--- config.mk ---
export PLATFORM = sky130hd
export DESIGN_NAME = dominator_set_solver_flat
export DESIGN_NICKNAME = d
export VERILOG_FILES = /design/src/design/dss_pkg.sv /design/src/design/dss_chan_if.sv /design/src/design/dss_ram.sv /design/src/design/dss_seq.sv /design/src/design/dss_dp.sv /design/src/design/dominator_set_solver.sv /design/src/flat_wrapper.sv
export SDC_FILE = /design/constraint.sdc
export NUM_CORES = 2
export LEC_CHECK = 0
export ABC_CLOCK_PERIOD_IN_PS = 4480
export BUFFER_PORTS_ARGS = -buffer_cell sky130_fd_sc_hd__buf_4
export CORE_MARGIN = 2
export CORE_UTILIZATION = 50
export DETAILED_ROUTE_END_ITERATION = 7
export PLACE_DENSITY_LB_ADDON = 0.25
export SKIP_LAST_GASP = 1
export SLEW_MARGIN = 10
export SYNTH_ARGS = -nofsm -noshare
export SYNTH_HDL_FRONTEND = slang
export SYNTH_HIERARCHICAL = 1
export SYNTH_SLANG_ARGS = --single-unit
--- constraint.sdc ---
create_clock -name clk -period 4.48 [get_ports clk]
set_input_delay 0.672 -clock clk [delete_from_list [all_inputs] [get_ports clk]]
set_output_delay 0.672 -clock clk [all_outputs]
set_load 0.03 [all_outputs]
--- src/design/dss_pkg.sv ---
// Shared types, codes and the sequencer program of the dominator set solver.
package dss_pkg;

	// Input commands
	localparam logic [1:0] CMD_CLEAR   = 2'd0;
	localparam logic [1:0] CMD_EDGE    = 2'd1;
	localparam logic [1:0] CMD_COMPUTE = 2'd2;

	// Configuration register indexes
	typedef logic [0:0] cfg_idx_t;
	localparam cfg_idx_t CFG_NUM_BLOCKS  = 1'd0;
	localparam cfg_idx_t CFG_ENTRY_BLOCK = 1'd1;

	localparam int MASK_W  = 32;
	localparam int BLOCK_W = 5;
	localparam int COUNT_W = 6;

	typedef logic [3:0] pc_t;

	// Program steps
	localparam pc_t S_IDLE = 4'd0;
	localparam pc_t S_INIT = 4'd1;
	localparam pc_t S_PASS = 4'd2;
	localparam pc_t S_BLK  = 4'd3;
	localparam pc_t S_OLD  = 4'd4;
	localparam pc_t S_RDP  = 4'd5;
	localparam pc_t S_ANDP = 4'd6;
	localparam pc_t S_WR   = 4'd7;
	localparam pc_t S_NEXT = 4'd8;
	localparam pc_t S_PEND = 4'd9;
	localparam pc_t S_ERD  = 4'd10;
	localparam pc_t S_EMIT = 4'd11;
	localparam pc_t S_DONE = 4'd12;

	typedef enum logic [1:0] {RD_NONE, RD_I, RD_P} rd_sel_t;
	typedef enum logic [1:0] {I_HOLD, I_INC, I_CLR} i_op_t;
	typedef enum logic [1:0] {ACC_HOLD, ACC_INIT, ACC_AND} acc_op_t;
	typedef enum logic [1:0] {REM_HOLD, REM_LOAD, REM_DROP} rem_op_t;
	typedef enum logic [1:0] {CHG_HOLD, CHG_CLR, CHG_UPD} chg_op_t;
	typedef enum logic {W_INIT, W_NEW} wsel_t;
	typedef enum logic [2:0] {
		C_NONE, C_ALWAYS, C_NOT_START, C_ENTRY, C_REM_ZERO, C_REM_NZ, C_I_MORE, C_CHG
	} cond_t;

	typedef struct packed {
		logic    ready;
		logic    we;
		wsel_t   wsel;
		rd_sel_t rd_sel;
		i_op_t   i_op;
		acc_op_t acc_op;
		rem_op_t rem_op;
		logic    old_ld;
		chg_op_t chg_op;
		logic    emit;
		logic    wait_out;
		cond_t   cond;
		pc_t     target;
	} ctl_t;

	typedef struct packed {
		logic start;
		logic is_entry;
		logic rem_zero;
		logic i_more;
		logic chg;
		logic out_busy;
	} sts_t;

	// Control store
	function automatic ctl_t ucode(input pc_t pc);
		ctl_t c;
		c = '0;
		unique case (pc)
			S_IDLE: begin
				c.ready = 1'b1; c.i_op = I_CLR;
				c.cond = C_NOT_START; c.target = S_IDLE;
			end
			S_INIT: begin
				c.we = 1'b1; c.wsel = W_INIT; c.i_op = I_INC;
				c.cond = C_I_MORE; c.target = S_INIT;
			end
			S_PASS: begin
				c.i_op = I_CLR; c.chg_op = CHG_CLR;
			end
			S_BLK: begin
				c.rd_sel = RD_I; c.rem_op = REM_LOAD; c.acc_op = ACC_INIT;
				c.cond = C_ENTRY; c.target = S_NEXT;
			end
			S_OLD: begin
				c.old_ld = 1'b1; c.cond = C_REM_ZERO; c.target = S_WR;
			end
			S_RDP: begin
				c.rd_sel = RD_P; c.rem_op = REM_DROP;
			end
			S_ANDP: begin
				c.acc_op = ACC_AND; c.cond = C_REM_NZ; c.target = S_RDP;
			end
			S_WR: begin
				c.we = 1'b1; c.wsel = W_NEW; c.chg_op = CHG_UPD;
			end
			S_NEXT: begin
				c.i_op = I_INC; c.cond = C_I_MORE; c.target = S_BLK;
			end
			S_PEND: begin
				c.i_op = I_CLR; c.cond = C_CHG; c.target = S_PASS;
			end
			S_ERD: begin
				c.rd_sel = RD_I;
			end
			S_EMIT: begin
				c.wait_out = 1'b1; c.emit = 1'b1; c.i_op = I_INC;
				c.cond = C_I_MORE; c.target = S_ERD;
			end
			S_DONE: begin
				c.cond = C_ALWAYS; c.target = S_IDLE;
			end
			default: begin
				c.cond = C_ALWAYS; c.target = S_IDLE;
			end
		endcase
		return c;
	endfunction

endpackage

--- src/design/dss_chan_if.sv ---
// Valid/ready channel interfaces for command items and dominator rows.
interface dss_item_if;
	logic       valid;
	logic       ready;
	logic [1:0] cmd;
	logic [4:0] pred_block;
	logic [4:0] succ_block;

	modport source (output valid, output cmd, output pred_block, output succ_block,
		input ready);
	modport sink (input valid, input cmd, input pred_block, input succ_block,
		output ready);
endinterface

interface dss_result_if;
	logic        valid;
	logic        ready;
	logic [4:0]  block_index;
	logic [31:0] dominator_mask;
	logic        last_row;

	modport source (output valid, output block_index, output dominator_mask,
		output last_row, input ready);
	modport sink (input valid, input block_index, input dominator_mask,
		input last_row, output ready);
endinterface

--- src/design/dss_ram.sv ---
// Generic single-write, single-read RAM with registered read data.
module dss_ram #(
	parameter int W = 32,
	parameter int D = 32
) (
	input  logic                 clk,
	input  logic                 we,
	input  logic [$clog2(D)-1:0] waddr,
	input  logic [W-1:0]         wdata,
	input  logic                 re,
	input  logic [$clog2(D)-1:0] raddr,
	output logic [W-1:0]         rdata
);
	logic [W-1:0] mem [D];
	logic [W-1:0] rdata_q;

	always_ff @(posedge clk) begin
		if (we) begin
			mem[waddr] <= wdata;
		end
		if (re) begin
			rdata_q <= mem[raddr];
		end
	end

	assign rdata = rdata_q;
endmodule

--- src/design/dss_seq.sv ---
// Step counter and control store; picks the next step from the jump condition.
module dss_seq (
	input  logic          clk,
	input  logic          arst_n,
	input  dss_pkg::sts_t sts,
	output dss_pkg::ctl_t ctl
);
	dss_pkg::pc_t pc_q;
	dss_pkg::pc_t pc_d;
	logic         take;

	assign ctl = dss_pkg::ucode(pc_q);

	always_ff @(posedge clk or negedge arst_n) begin
		if (!arst_n) begin
			pc_q <= dss_pkg::S_IDLE;
		end else begin
			pc_q <= pc_d;
		end
	end

	always_comb begin
		unique case (ctl.cond)
			dss_pkg::C_NONE:      take = 1'b0;
			dss_pkg::C_ALWAYS:    take = 1'b1;
			dss_pkg::C_NOT_START: take = !sts.start;
			dss_pkg::C_ENTRY:     take = sts.is_entry;
			dss_pkg::C_REM_ZERO:  take = sts.rem_zero;
			dss_pkg::C_REM_NZ:    take = !sts.rem_zero;
			dss_pkg::C_I_MORE:    take = sts.i_more;
			dss_pkg::C_CHG:       take = sts.chg;
			default:              take = 1'b0;
		endcase
		// hold the step while the output register is still full
		priority if (ctl.wait_out && sts.out_busy) begin
			pc_d = pc_q;
		end else if (take) begin
			pc_d = ctl.target;
		end else begin
			pc_d = pc_q + 4'd1;
		end
	end
endmodule

--- src/design/dss_dp.sv ---
// Datapath: config, predecessor rows, dominator row RAM, accumulator and output register.
module dss_dp #(
	parameter int NB = 32
) (
	input  logic                 clk,
	input  logic                 arst_n,
	input  logic                 cfg_we,
	input  dss_pkg::cfg_idx_t    cfg_index,
	input  logic [5:0]           cfg_data,
	dss_item_if.sink             item,
	dss_result_if.source         result,
	input  dss_pkg::ctl_t        ctl,
	output dss_pkg::sts_t        sts
);
	localparam int AW = $clog2(NB);

	logic [5:0]    nb_q;
	logic [4:0]    entry_q;
	logic [NB-1:0] pred_q [NB];
	logic [AW-1:0] i_q;
	logic [NB-1:0] rem_q;
	logic [31:0]   acc_q;
	logic [31:0]   old_q;
	logic          chg_q;
	logic          out_valid_q;
	logic [4:0]    out_block_q;
	logic [31:0]   out_mask_q;
	logic          out_last_q;

	logic [5:0]    n6;
	logic [AW-1:0] n_last;
	logic [31:0]   full;
	logic [NB-1:0] preds;
	logic [AW-1:0] p_idx;
	logic [31:0]   onehot_i;
	logic [31:0]   nd;
	logic [31:0]   wdata;
	logic [31:0]   rdata;
	logic [AW-1:0] raddr;
	logic          re;
	logic          go;
	logic          accept;
	logic          is_entry;
	logic          out_busy;

	always_comb begin
		priority if (nb_q == 6'd0) begin
			n6 = 6'd1;
		end else if (nb_q > 6'(NB)) begin
			n6 = 6'(NB);
		end else begin
			n6 = nb_q;
		end
		for (int k = 0; k < 32; k++) begin
			full[k] = 6'(k) < n6;
		end
	end

	assign n_last   = AW'(n6 - 6'd1);
	assign preds    = pred_q[i_q] & full[NB-1:0];
	assign onehot_i = 32'(1) << i_q;
	assign is_entry = 5'(i_q) == entry_q;
	assign nd       = acc_q | onehot_i;
	assign wdata    = (ctl.wsel == dss_pkg::W_NEW) ? nd : (is_entry ? onehot_i : full);

	// lowest pending predecessor
	always_comb begin
		p_idx = '0;
		for (int k = NB - 1; k >= 0; k--) begin
			if (rem_q[k]) p_idx = AW'(k);
		end
	end

	assign out_busy = out_valid_q && !result.ready;
	assign go       = !(ctl.wait_out && out_busy);
	assign accept   = item.valid && ctl.ready;
	assign raddr    = (ctl.rd_sel == dss_pkg::RD_P) ? p_idx : i_q;
	assign re       = go && (ctl.rd_sel != dss_pkg::RD_NONE);

	dss_ram #(.W(32), .D(NB)) u_dom (
		.clk   (clk),
		.we    (ctl.we),
		.waddr (i_q),
		.wdata (wdata),
		.re    (re),
		.raddr (raddr),
		.rdata (rdata)
	);

	always_ff @(posedge clk or negedge arst_n) begin
		if (!arst_n) begin
			nb_q    <= 6'd1;
			entry_q <= 5'd0;
		end else if (cfg_we) begin
			unique case (cfg_index)
				dss_pkg::CFG_NUM_BLOCKS:  nb_q <= cfg_data;
				dss_pkg::CFG_ENTRY_BLOCK: entry_q <= cfg_data[4:0];
				default: ;
			endcase
		end
	end

	always_ff @(posedge clk or negedge arst_n) begin
		if (!arst_n) begin
			for (int r = 0; r < NB; r++) begin
				pred_q[r] <= '0;
			end
		end else if (accept) begin
			if (item.cmd == dss_pkg::CMD_CLEAR) begin
				for (int r = 0; r < NB; r++) begin
					pred_q[r] <= '0;
				end
			end else if (item.cmd == dss_pkg::CMD_EDGE && 6'(item.pred_block) < n6
					&& 6'(item.succ_block) < n6) begin
				pred_q[item.succ_block[AW-1:0]][item.pred_block[AW-1:0]] <= 1'b1;
			end
		end
	end

	always_ff @(posedge clk or negedge arst_n) begin
		if (!arst_n) begin
			i_q   <= '0;
			chg_q <= 1'b0;
		end else if (go) begin
			unique case (ctl.i_op)
				dss_pkg::I_INC: i_q <= i_q + AW'(1);
				dss_pkg::I_CLR: i_q <= '0;
				default: ;
			endcase
			unique case (ctl.chg_op)
				dss_pkg::CHG_CLR: chg_q <= 1'b0;
				dss_pkg::CHG_UPD: if (nd != old_q) chg_q <= 1'b1;
				default: ;
			endcase
		end
	end

	always_ff @(posedge clk) begin
		unique case (ctl.rem_op)
			dss_pkg::REM_LOAD: rem_q <= preds;
			dss_pkg::REM_DROP: rem_q <= rem_q & (rem_q - NB'(1));
			default: ;
		endcase
		unique case (ctl.acc_op)
			dss_pkg::ACC_INIT: acc_q <= (|preds) ? full : '0;
			dss_pkg::ACC_AND:  acc_q <= acc_q & rdata;
			default: ;
		endcase
		if (ctl.old_ld) begin
			old_q <= rdata;
		end
	end

	always_ff @(posedge clk or negedge arst_n) begin
		if (!arst_n) begin
			out_valid_q <= 1'b0;
		end else if (go && ctl.emit) begin
			out_valid_q <= 1'b1;
		end else if (result.ready) begin
			out_valid_q <= 1'b0;
		end
	end

	always_ff @(posedge clk) begin
		if (go && ctl.emit) begin
			out_block_q <= 5'(i_q);
			out_mask_q  <= rdata;
			out_last_q  <= i_q == n_last;
		end
	end

	assign item.ready            = ctl.ready;
	assign result.valid          = out_valid_q;
	assign result.block_index    = out_block_q;
	assign result.dominator_mask = out_mask_q;
	assign result.last_row       = out_last_q;

	assign sts.start    = item.valid && item.cmd == dss_pkg::CMD_COMPUTE;
	assign sts.is_entry = is_entry;
	assign sts.rem_zero = rem_q == '0;
	assign sts.i_more   = i_q != n_last;
	assign sts.chg      = chg_q;
	assign sts.out_busy = out_busy;

`ifndef SYNTHESIS
	a_pred_pending: assert property (@(posedge clk) disable iff (!arst_n)
		ctl.rd_sel == dss_pkg::RD_P |-> rem_q != '0)
		else $error("predecessor read with no pending predecessor");
	a_row_in_range: assert property (@(posedge clk) disable iff (!arst_n)
		result.valid |-> result.block_index <= 5'(n_last))
		else $error("result row beyond active block count");
	a_entry_fixed: assert property (@(posedge clk) disable iff (!arst_n)
		ctl.we && ctl.wsel == dss_pkg::W_NEW |-> !is_entry)
		else $error("entry block row rewritten during a pass");
	a_busy_after_start: assert property (@(posedge clk) disable iff (!arst_n)
		accept && item.cmd == dss_pkg::CMD_COMPUTE |=> !item.ready)
		else $error("input still open after compute beat");
`endif
endmodule

--- src/design/dominator_set_solver.sv ---
// Dominator set solver: loads predecessor edges, then solves and streams
// dominator rows for every block.
//
// item channel: one beat per command. A compute beat closes the input until its
// last row sits in the output register; the input reopens once the sequencer
// has passed its done step after that row is loaded.
// result channel: one beat per block 0..n-1, last_row set on block n-1.
// Configuration (num_blocks, entry_block) is written through cfg_we/cfg_index/
// cfg_data; the user must only do so while nothing is in flight (not enforced).
// Compute: the rows are seeded, then passes run until a pass changes no row. A
// pass visits every block; the entry block keeps its row, every other block
// reads its old row, ANDs in each predecessor's row in turn and writes the new
// row back, since every row access uses the single read port of the dominator RAM.
// Emission reads each row, then loads it into the output register, which may
// still offer the previous row while the next is read. A stalled receiver
// holds the output register and the sequencer waits on it; nothing is dropped.
// Reset clears the graph, sets num_blocks to 1 and entry_block to 0, and leaves
// the block idle with its input open; no clearing sweep is needed.
module dominator_set_solver #(
	parameter int MAX_BLOCKS = 32
) (
	input  logic              clk,
	input  logic              arst_n,
	input  logic              cfg_we,
	input  dss_pkg::cfg_idx_t cfg_index,
	input  logic [5:0]        cfg_data,
	dss_item_if.sink          item,
	dss_result_if.source      result
);
	localparam int NB = (MAX_BLOCKS < 32) ? MAX_BLOCKS : 32;

	dss_pkg::ctl_t ctl;
	dss_pkg::sts_t sts;

	dss_seq u_seq (
		.clk    (clk),
		.arst_n (arst_n),
		.sts    (sts),
		.ctl    (ctl)
	);

	dss_dp #(.NB(NB)) u_dp (
		.clk       (clk),
		.arst_n    (arst_n),
		.cfg_we    (cfg_we),
		.cfg_index (cfg_index),
		.cfg_data  (cfg_data),
		.item      (item),
		.result    (result),
		.ctl       (ctl),
		.sts       (sts)
	);
endmodule
--- src/flat_wrapper.sv ---
// flat-port wrapper written by rule: the top's interface ports become plain ports
module dominator_set_solver_flat 
#(
	parameter int MAX_BLOCKS = 32
)
  (clk, arst_n, cfg_we, cfg_index, cfg_data, item_valid, item_cmd, item_pred_block, item_succ_block, item_ready, result_valid, result_block_index, result_dominator_mask, result_last_row, result_ready);
  dss_item_if item_i ();
  dss_result_if result_i ();
  input  logic clk;
  input  logic arst_n;
  input  logic cfg_we;
  input  dss_pkg::cfg_idx_t cfg_index;
  input  logic [5:0] cfg_data;
  input wire logic [$bits(item_i.valid)-1:0] item_valid;
  input wire logic [$bits(item_i.cmd)-1:0] item_cmd;
  input wire logic [$bits(item_i.pred_block)-1:0] item_pred_block;
  input wire logic [$bits(item_i.succ_block)-1:0] item_succ_block;
  output wire logic [$bits(item_i.ready)-1:0] item_ready;
  output wire logic [$bits(result_i.valid)-1:0] result_valid;
  output wire logic [$bits(result_i.block_index)-1:0] result_block_index;
  output wire logic [$bits(result_i.dominator_mask)-1:0] result_dominator_mask;
  output wire logic [$bits(result_i.last_row)-1:0] result_last_row;
  input wire logic [$bits(result_i.ready)-1:0] result_ready;
  assign item_i.valid = item_valid;
  assign item_i.cmd = item_cmd;
  assign item_i.pred_block = item_pred_block;
  assign item_i.succ_block = item_succ_block;
  assign item_ready = item_i.ready;
  assign result_valid = result_i.valid;
  assign result_block_index = result_i.block_index;
  assign result_dominator_mask = result_i.dominator_mask;
  assign result_last_row = result_i.last_row;
  assign result_i.ready = result_ready;
  dominator_set_solver #(.MAX_BLOCKS(MAX_BLOCKS)) u_core (.clk(clk), .arst_n(arst_n), .cfg_we(cfg_we), .cfg_index(cfg_index), .cfg_data(cfg_data), .item(item_i), .result(result_i));
endmodule
==> Word-level counts from Yosys, hierarchy flattened <==
Memories as Yosys holds them, arrays and structs flattened. A register that Yosys moved wholly into a read port is not among the register bits.
Index checks and enable logic that the tools add are counted.
{ "classes": {"n_reduce_logical": 36, "add_sub_neg": 4, "shifts": 1, "n_lt_le_gt_ge": 40, "bitwise": 9, "n_mux": 68, "div_mod_pow": 0, "n_eq_ne": 34, "mul": 0} }
{ "ops": {"columns": ["cell", "n"], "rows": [
  ["2-to-1 mux 1024 bit", 2],
  ["OR 1024 bit", 1],
  ["2-to-1 mux 32 bit", 6],
  ["2-to-1 mux 5 bit", 33],
  ["binary-select mux 32 bit (select 5 bit)", 1],
  ["demux 32 bit (select 5 bit)", 1],
  ["one-hot mux 32 bit (2 select lines)", 2],
  ["bitwise AND 32 bit", 3],
  ["< comparator 5 x 6 -> 1 bit, first input constant", 16],
  ["one-hot mux 7 bit (9 select lines)", 1],
  ["< comparator 4 x 6 -> 1 bit, first input constant", 8],
  ["zero test 32 bit", 1],
  ["!= test 32 bit", 1],
  ["OR 32 bit", 1],
  ["OR reduction 32 bit", 1],
  ["<< shifter 1 x 5 -> 32 bit, first input constant", 1],
  ["subtractor 32 x 1 -> 32 bit, second input constant", 1],
  ["< comparator 3 x 6 -> 1 bit, first input constant", 4],
  ["one-hot mux 2 bit (2 select lines)", 6],
  ["== test 4 x 3 -> 1 bit, second input constant", 4],
  ["== test 4 bit, second input constant", 4],
  ["nonzero test 2 bit", 7],
  ["== test 2 bit, second input constant", 6],
  ["== test 3 bit, second input constant", 4],
  ["other kinds (40)", 77]
]} }
{ "word_totals": {"latch_bits": 0, "output_inout_bits": 40, "ramBits": 1024, "word_cells": 237, "n_memories": 1, "romBits": 0, "reg_bits": 1180} }
{ "memory_table": {"columns": ["name", "words", "word_bits", "rd", "rd_clocked_by_memory_dff", "write_ports", "line_no", "rtl"], "rows": [
  ["u_core.u_dp.u_dom.mem", 32, 32, 1, 1, 1, "dss_ram.sv:14", "logic [W-1:0] mem [D];"]
]} }

==> Depth between registers and ports, before layout <==
{ "logic_depth": {"depth_word": 33, "depth_mapped": 17, "depth_no_buf": 14} }

==> By module <==
Netlist, hierarchy kept.
{ "by_module_without_submodules": {"columns": ["mod", "area_per_inst_um2", "seq_area_each_um2", "instances", "cells_per_inst"], "rows": [
  ["dss_dp", 54005.5, 30100.1, 1, 5039],
  ["dss_ram", 40805.4, 31710.4, 1, 2260],
  ["dss_seq", 714.4, 100.1, 1, 94]
]} }

==> Least setup slack after synthesis <==
No wires, ideal clock.
{ "synth_timing": {"path_kind": "register -> register", "startpoint": "reg u_core.u_dp.i_q[1]", "endpoint": "mem u_core.u_dp.u_dom.mem[0][4] (data pin)", "path_slack_ns": 0.364, "t_required_ns": 4.095, "setup_ns": 0.385, "path_stages_with_launch": 13, "arrival_ns": 3.731, "cell_sequence": "dfrtp_1 > buf_2 > buf_2 > clkbuf_8 > clkbuf_8 > clkbuf_1 > buf_2 > xnor2_1 > nand3_1 > nor3_1 > clkbuf_1 > o21ai_0 > mux2i_1"} }
{ "synth_between": {"elab_chain_cells": 3, "elab_cells_between_ends": 5, "cone_classes": "eq/ne: 1; shift: 1; mux: 2; bitwise: 1"} }
{ "synth_rtl": {"columns": ["item", "line_no", "rtl"], "rows": [
  ["from (decl)", "dss_dp.sv:20", "logic [AW-1:0] i_q;"],
  ["from (signal assigned)", "dss_dp.sv:126", "dss_pkg::I_INC: i_q <= i_q + AW'(1);"],
  ["== test 5 bit", "dss_dp.sv:62", "assign is_entry = 5'(i_q) == entry_q;"],
  ["net u_core.u_dp.is_entry", "dss_dp.sv:43", "logic is_entry;"],
  ["2-to-1 mux 32 bit (2 in series)", "dss_dp.sv:64", "assign wdata = (ctl.wsel == dss_pkg::W_NEW) ? nd : (is_entry ? onehot_i : full);"],
  ["net u_core.u_dp.wdata[4]", "dss_dp.sv:37", "logic [31:0] wdata;"],
  ["to (decl)", "dss_ram.sv:14", null]
]} }
The timed path passes the listed nets, and every way through them passes these cells.

==> Worst setup path in the final report <==
{ "layout_timing": {"startpoint": "reg u_core.u_dp.rem_q[29]", "endpoint": "reg u_core.u_dp.u_dom.rdata_q[3] (netlist: u_core/u_dp/u_dom/rdata[3]) (read register of u_core.u_dp.u_dom.mem) (data pin)"} }
{ "layout_between": {"elab_chain_cells": 31} }
{ "layout_rtl": {"columns": ["item", "line_no", "rtl"], "rows": [
  ["from (decl)", "dss_dp.sv:21", "logic [NB-1:0] rem_q;"],
  ["from (signal assigned)", "dss_dp.sv:140", "dss_pkg::REM_LOAD: rem_q <= preds;"],
  ["from (signal assigned)", "dss_dp.sv:141", "dss_pkg::REM_DROP: rem_q <= rem_q & (rem_q - NB'(1));"],
  ["2-to-1 mux 5 bit (30 in series)", "dss_dp.sv:70", "if (rem_q[k]) p_idx = AW'(k);"],
  ["2-to-1 mux 5 bit", "dss_dp.sv:77", "assign raddr = (ctl.rd_sel == dss_pkg::RD_P) ? p_idx : i_q;"],
  ["net u_core.u_dp.raddr[1]", "dss_dp.sv:39", "logic [AW-1:0] raddr;"],
  ["to (decl)", "dss_ram.sv:15", "logic [W-1:0] rdata_q;"]
]} }
The timed path passes the listed nets, and every way through them passes these cells.
A chain may end at the register's enable or synchronous reset.

==> impl_results.md <==
* Most Frequent Cell on Critical Path: o31ai_1
* CP max stage cell: a21oi_1
* Pwr Total at 59.02 mW
* M2 GR Usage at 43.88%
* Synthesis Warnings at 6
* CP Cell Sequence: o31ai_1 > nand2_1 > a21boi_0 > o31ai_1 > a211o_1 > a211oi_1 > o31ai_1 > a21oi_1 > and2b_4 > buf_12 > buf_4 > a22o_1 > nor3_1 > a31oi_1 > nand3_1
* Core area at 190000 µm²
* Fmax at between 0.2 and 0.25 GHz
* Crit path max fanout at 16
* Share of layout cells above drive strength 1 at between 10% and 20%
* Die area at just under 200000 µm²
* Root buffer cell: clkbuf_16
* Clock sinks at 2236
* Die Span X at roughly 440 µm
* Seq. cell area at 61930 µm²
* Pin count of the biggest net entering global routing at 121
* Final hold vios at 0
* Int Power at approximately 40 mW
* Vias at 63.87k
* Router iterations before antenna repair at 8
* Layer with the highest usage: met2
* Placed cells at 9762
* Max VDD drop at 0.0004632 V
* Hold-fix buffers, CTS at 6
* WP data arrival at around 4.8 ns
* Clock Skew at 0.08690 ns
* Filler cells at 15.05k
* Final ANT Viol Nets at 0
* Max-slew violations at 0
* Slowest cell delay on critical path at 0.55 ns
* Status: completed
* CP Launch Type: flop
* Psw at between 15 and 20 mW
* Row count at 160
* Post-Route WL at 280.0 mm
* Crit path buf inv count at 2
* Worst-Margin Slew at 1.226 ns
* Vias per cell at 6.272
* DR iter-0 viols at 8010
* LEAKAGE at 43.86 nW
* Reg2reg end: u_core/u_dp/u_dom/rdata[3]$_DFFE_PP_
* Syn Std Cell Area at approximately 95000 µm²
* DRC at 0
* GRT Residual Overflow at 0
* Reg power frac at 42.3%
* Crit path launch: u_core/u_dp/rem_q[29]$_DFFE_PP_
* Num ports at 64
* Flop2flop setup slack at 0.26 ns
* Slew HR at 17.87%
* Final setup viols at 0
* Syn Area/Cell at 12.93 µm²
* Global routing met3 resource utilization at 5.209%
* Area of the multi-input gates at about 31000 µm²
* FF-to-FF Start: u_core/u_dp/rem_q[29]$_DFFE_PP_
* Vias in the first global route at ~62k
* Fin crit share at 94.19%
* Clock latency on the worst-skew pair at between 0.9 and 1 ns
* Setup repair after global routing missed its margin: no
* Sw Ratio at 32.62%
* Crit-path leading delay family: compound AO/OA/AOI/OAI gates
* Total global-route track usage at 28.65%
* # Post-CTS Setup Buffers at 0
* Max-Cap Viols at 0
* Pwr Density at 547.0 nW/µm²
* WL/cell at 27.49 µm
* Crit end category: flop
* Initial Utilization at 50.26%
* Finished Layout Cells at 10.18k
* Reg2Reg Depth at 15
* DP Wirelength at 167.3 mm
* First-pass GRT wire length at 413.3 mm
* Grt met1 use at approximately two fifths
* Critical path class: reg2reg
* Clk slew on worst S/H paths at roughly 0.060 ns
* Post-CTS resize count at 0
* Req. time, crit path at 5.10 ns
* Syn Nets at 7433
* Nets at approximately 7.5k
* CTS max path bufs at 3
* Setup TNS at 0 ns
* Area Overhead vs Synth at 12.97%
* Count of mapped cells out of synthesis at between 7k and 8k
* Final Critical Period at 4.220 ns
* Clk pwr share at 31.2%
* Die height at approximately 440 µm
* Worst setup endpoint: u_core/u_dp/u_dom/rdata[3]$_DFFE_PP_
* Crit path depth at 15
* Antenna violations before repair at 12
* IO Port Bufs at 63
* Gp weighted congestion at 0.9124
* CTS tree: done
* Hold WC Path Type: in2reg
* Num CTS Buffers at 220
* Combinational power share at between 20% and 30%
* Htree depth at 4
## power groups by stage
stage	clock network (mW)	logic [mW]	registers (mW)
floorplan	0	10.3	24.8
global placement	0	15.3	25.3
detailed placement	0	15.4	25.3
CTS	18.7	15.5	24.9
global route	19.5	16.5	25.0
finish	18.4	15.6	24.9
## worst reg2reg max path, cell delays in order (launching register included)
cell      delay (ns)
edfxtp_1        0.46
o31ai_1         0.25
nand2_1         0.10
a21boi_0        0.23
o31ai_1         0.13
a211o_1         0.31
a211oi_1        0.29
o31ai_1         0.11
a21oi_1         0.55
and2b_4         0.51
buf_12          0.23
buf_4           0.22
a22o_1          0.15
nor3_1          0.05
a31oi_1         0.24
nand3_1         0.10
## area by class of cell
cell class / instances / share of cell area, %
diodes: 5 / 0.01160
clock buffers: 301 / 5.657
clock inverters: 109 / 1.054
inverters: 26 / 0.09046
multi-input cells: 4541 / 28.68
flip-flops and latches: 2236 / 57.40
well taps: 2511 / 2.912
repair buffers: 454 / 4.189
## worst min path at each step
stage / from / to / depth (start not counted) / slack (ns)
after CTS: cfg_data[5] / u_core/u_dp/nb_q[5]$_DFFE_PN0P_ / 3 / 0.05
after global routing: cfg_data[5] / u_core/u_dp/nb_q[5]$_DFFE_PN0P_ / 3 / 0.08
after global placement: u_core/u_dp/pred_q[503]$_DFFE_PN0P_ / u_core/u_dp/pred_q[503]$_DFFE_PN0P_ / 2 / 0.46
after floorplan: arst_n / u_core/u_dp/chg_q$_DFFE_PN0P_ / 0 / 0.38
final: cfg_data[5] / u_core/u_dp/nb_q[5]$_DFFE_PN0P_ / 3 / 0.1
after detailed placement: u_core/u_dp/pred_q[497]$_DFFE_PN0P_ / u_core/u_dp/pred_q[497]$_DFFE_PN0P_ / 2 / 0.47
## cell usage in the layout (no fill, tap or decap), drive strengths merged, types with 36 or more instances in the layout
cell type     n
clkinv       86
a22o         66
nor2       1253
a211oi       42
and2         38
nand2       269
buf         448
mux2i       597
a21oi      1150
nor3         52
a22oi       118
o21ai       114
a31oi        77
clkbuf      301
mux4        242
edfxtp     1190
nand3       167
xor2         36
dfrtp      1045
## registers in the layout, summed over array words and instances, names as in the netlist
| signal | cells |
|---|---|
| u_core/u_dp/result.valid | 1 |
| u_core/u_dp/u_dom/mem | 1024 |
| u_core/u_dp/pred_q | 1024 |
| u_core/u_dp/result.last_row | 1 |
| u_core/u_dp/nb_q | 6 |
| u_core/u_dp/entry_q | 5 |
| u_core/u_seq/pc_q | 4 |
| u_core/u_dp/chg_q | 1 |
| u_core/u_dp/result.dominator_mask | 32 |
| u_core/u_dp/u_dom/rdata | 32 |
| u_core/u_dp/i_q | 5 |
| u_core/u_dp/acc_q | 32 |
| u_core/u_dp/result.block_index | 5 |
| u_core/u_dp/rem_q | 32 |
| u_core/u_dp/old_q | 32 |
## per-stage QoR
stage          util (%)  area [µm²]  hold WS, ns  setup slack, ns
2_1_floorplan         -       95490       0.3764           0.3643
3_3_place_gp      52.92      100500       0.4580           0.3996
3_5_place_dp      52.92      100500       0.4701           0.3475
4_1_cts           56.77      107800      0.05155           0.3193
5_1_grt           56.78      107900      0.08187          0.05802
6_report          56.79      107900      0.09802           0.2605
## layer usage
layer,vias up,wire length (µm)
met5,-,27
met2,3170,127900
met4,4,12380
met3,595,25750
li1,27224,-
met1,32873,114000
(Power assumes the default switching activity.)
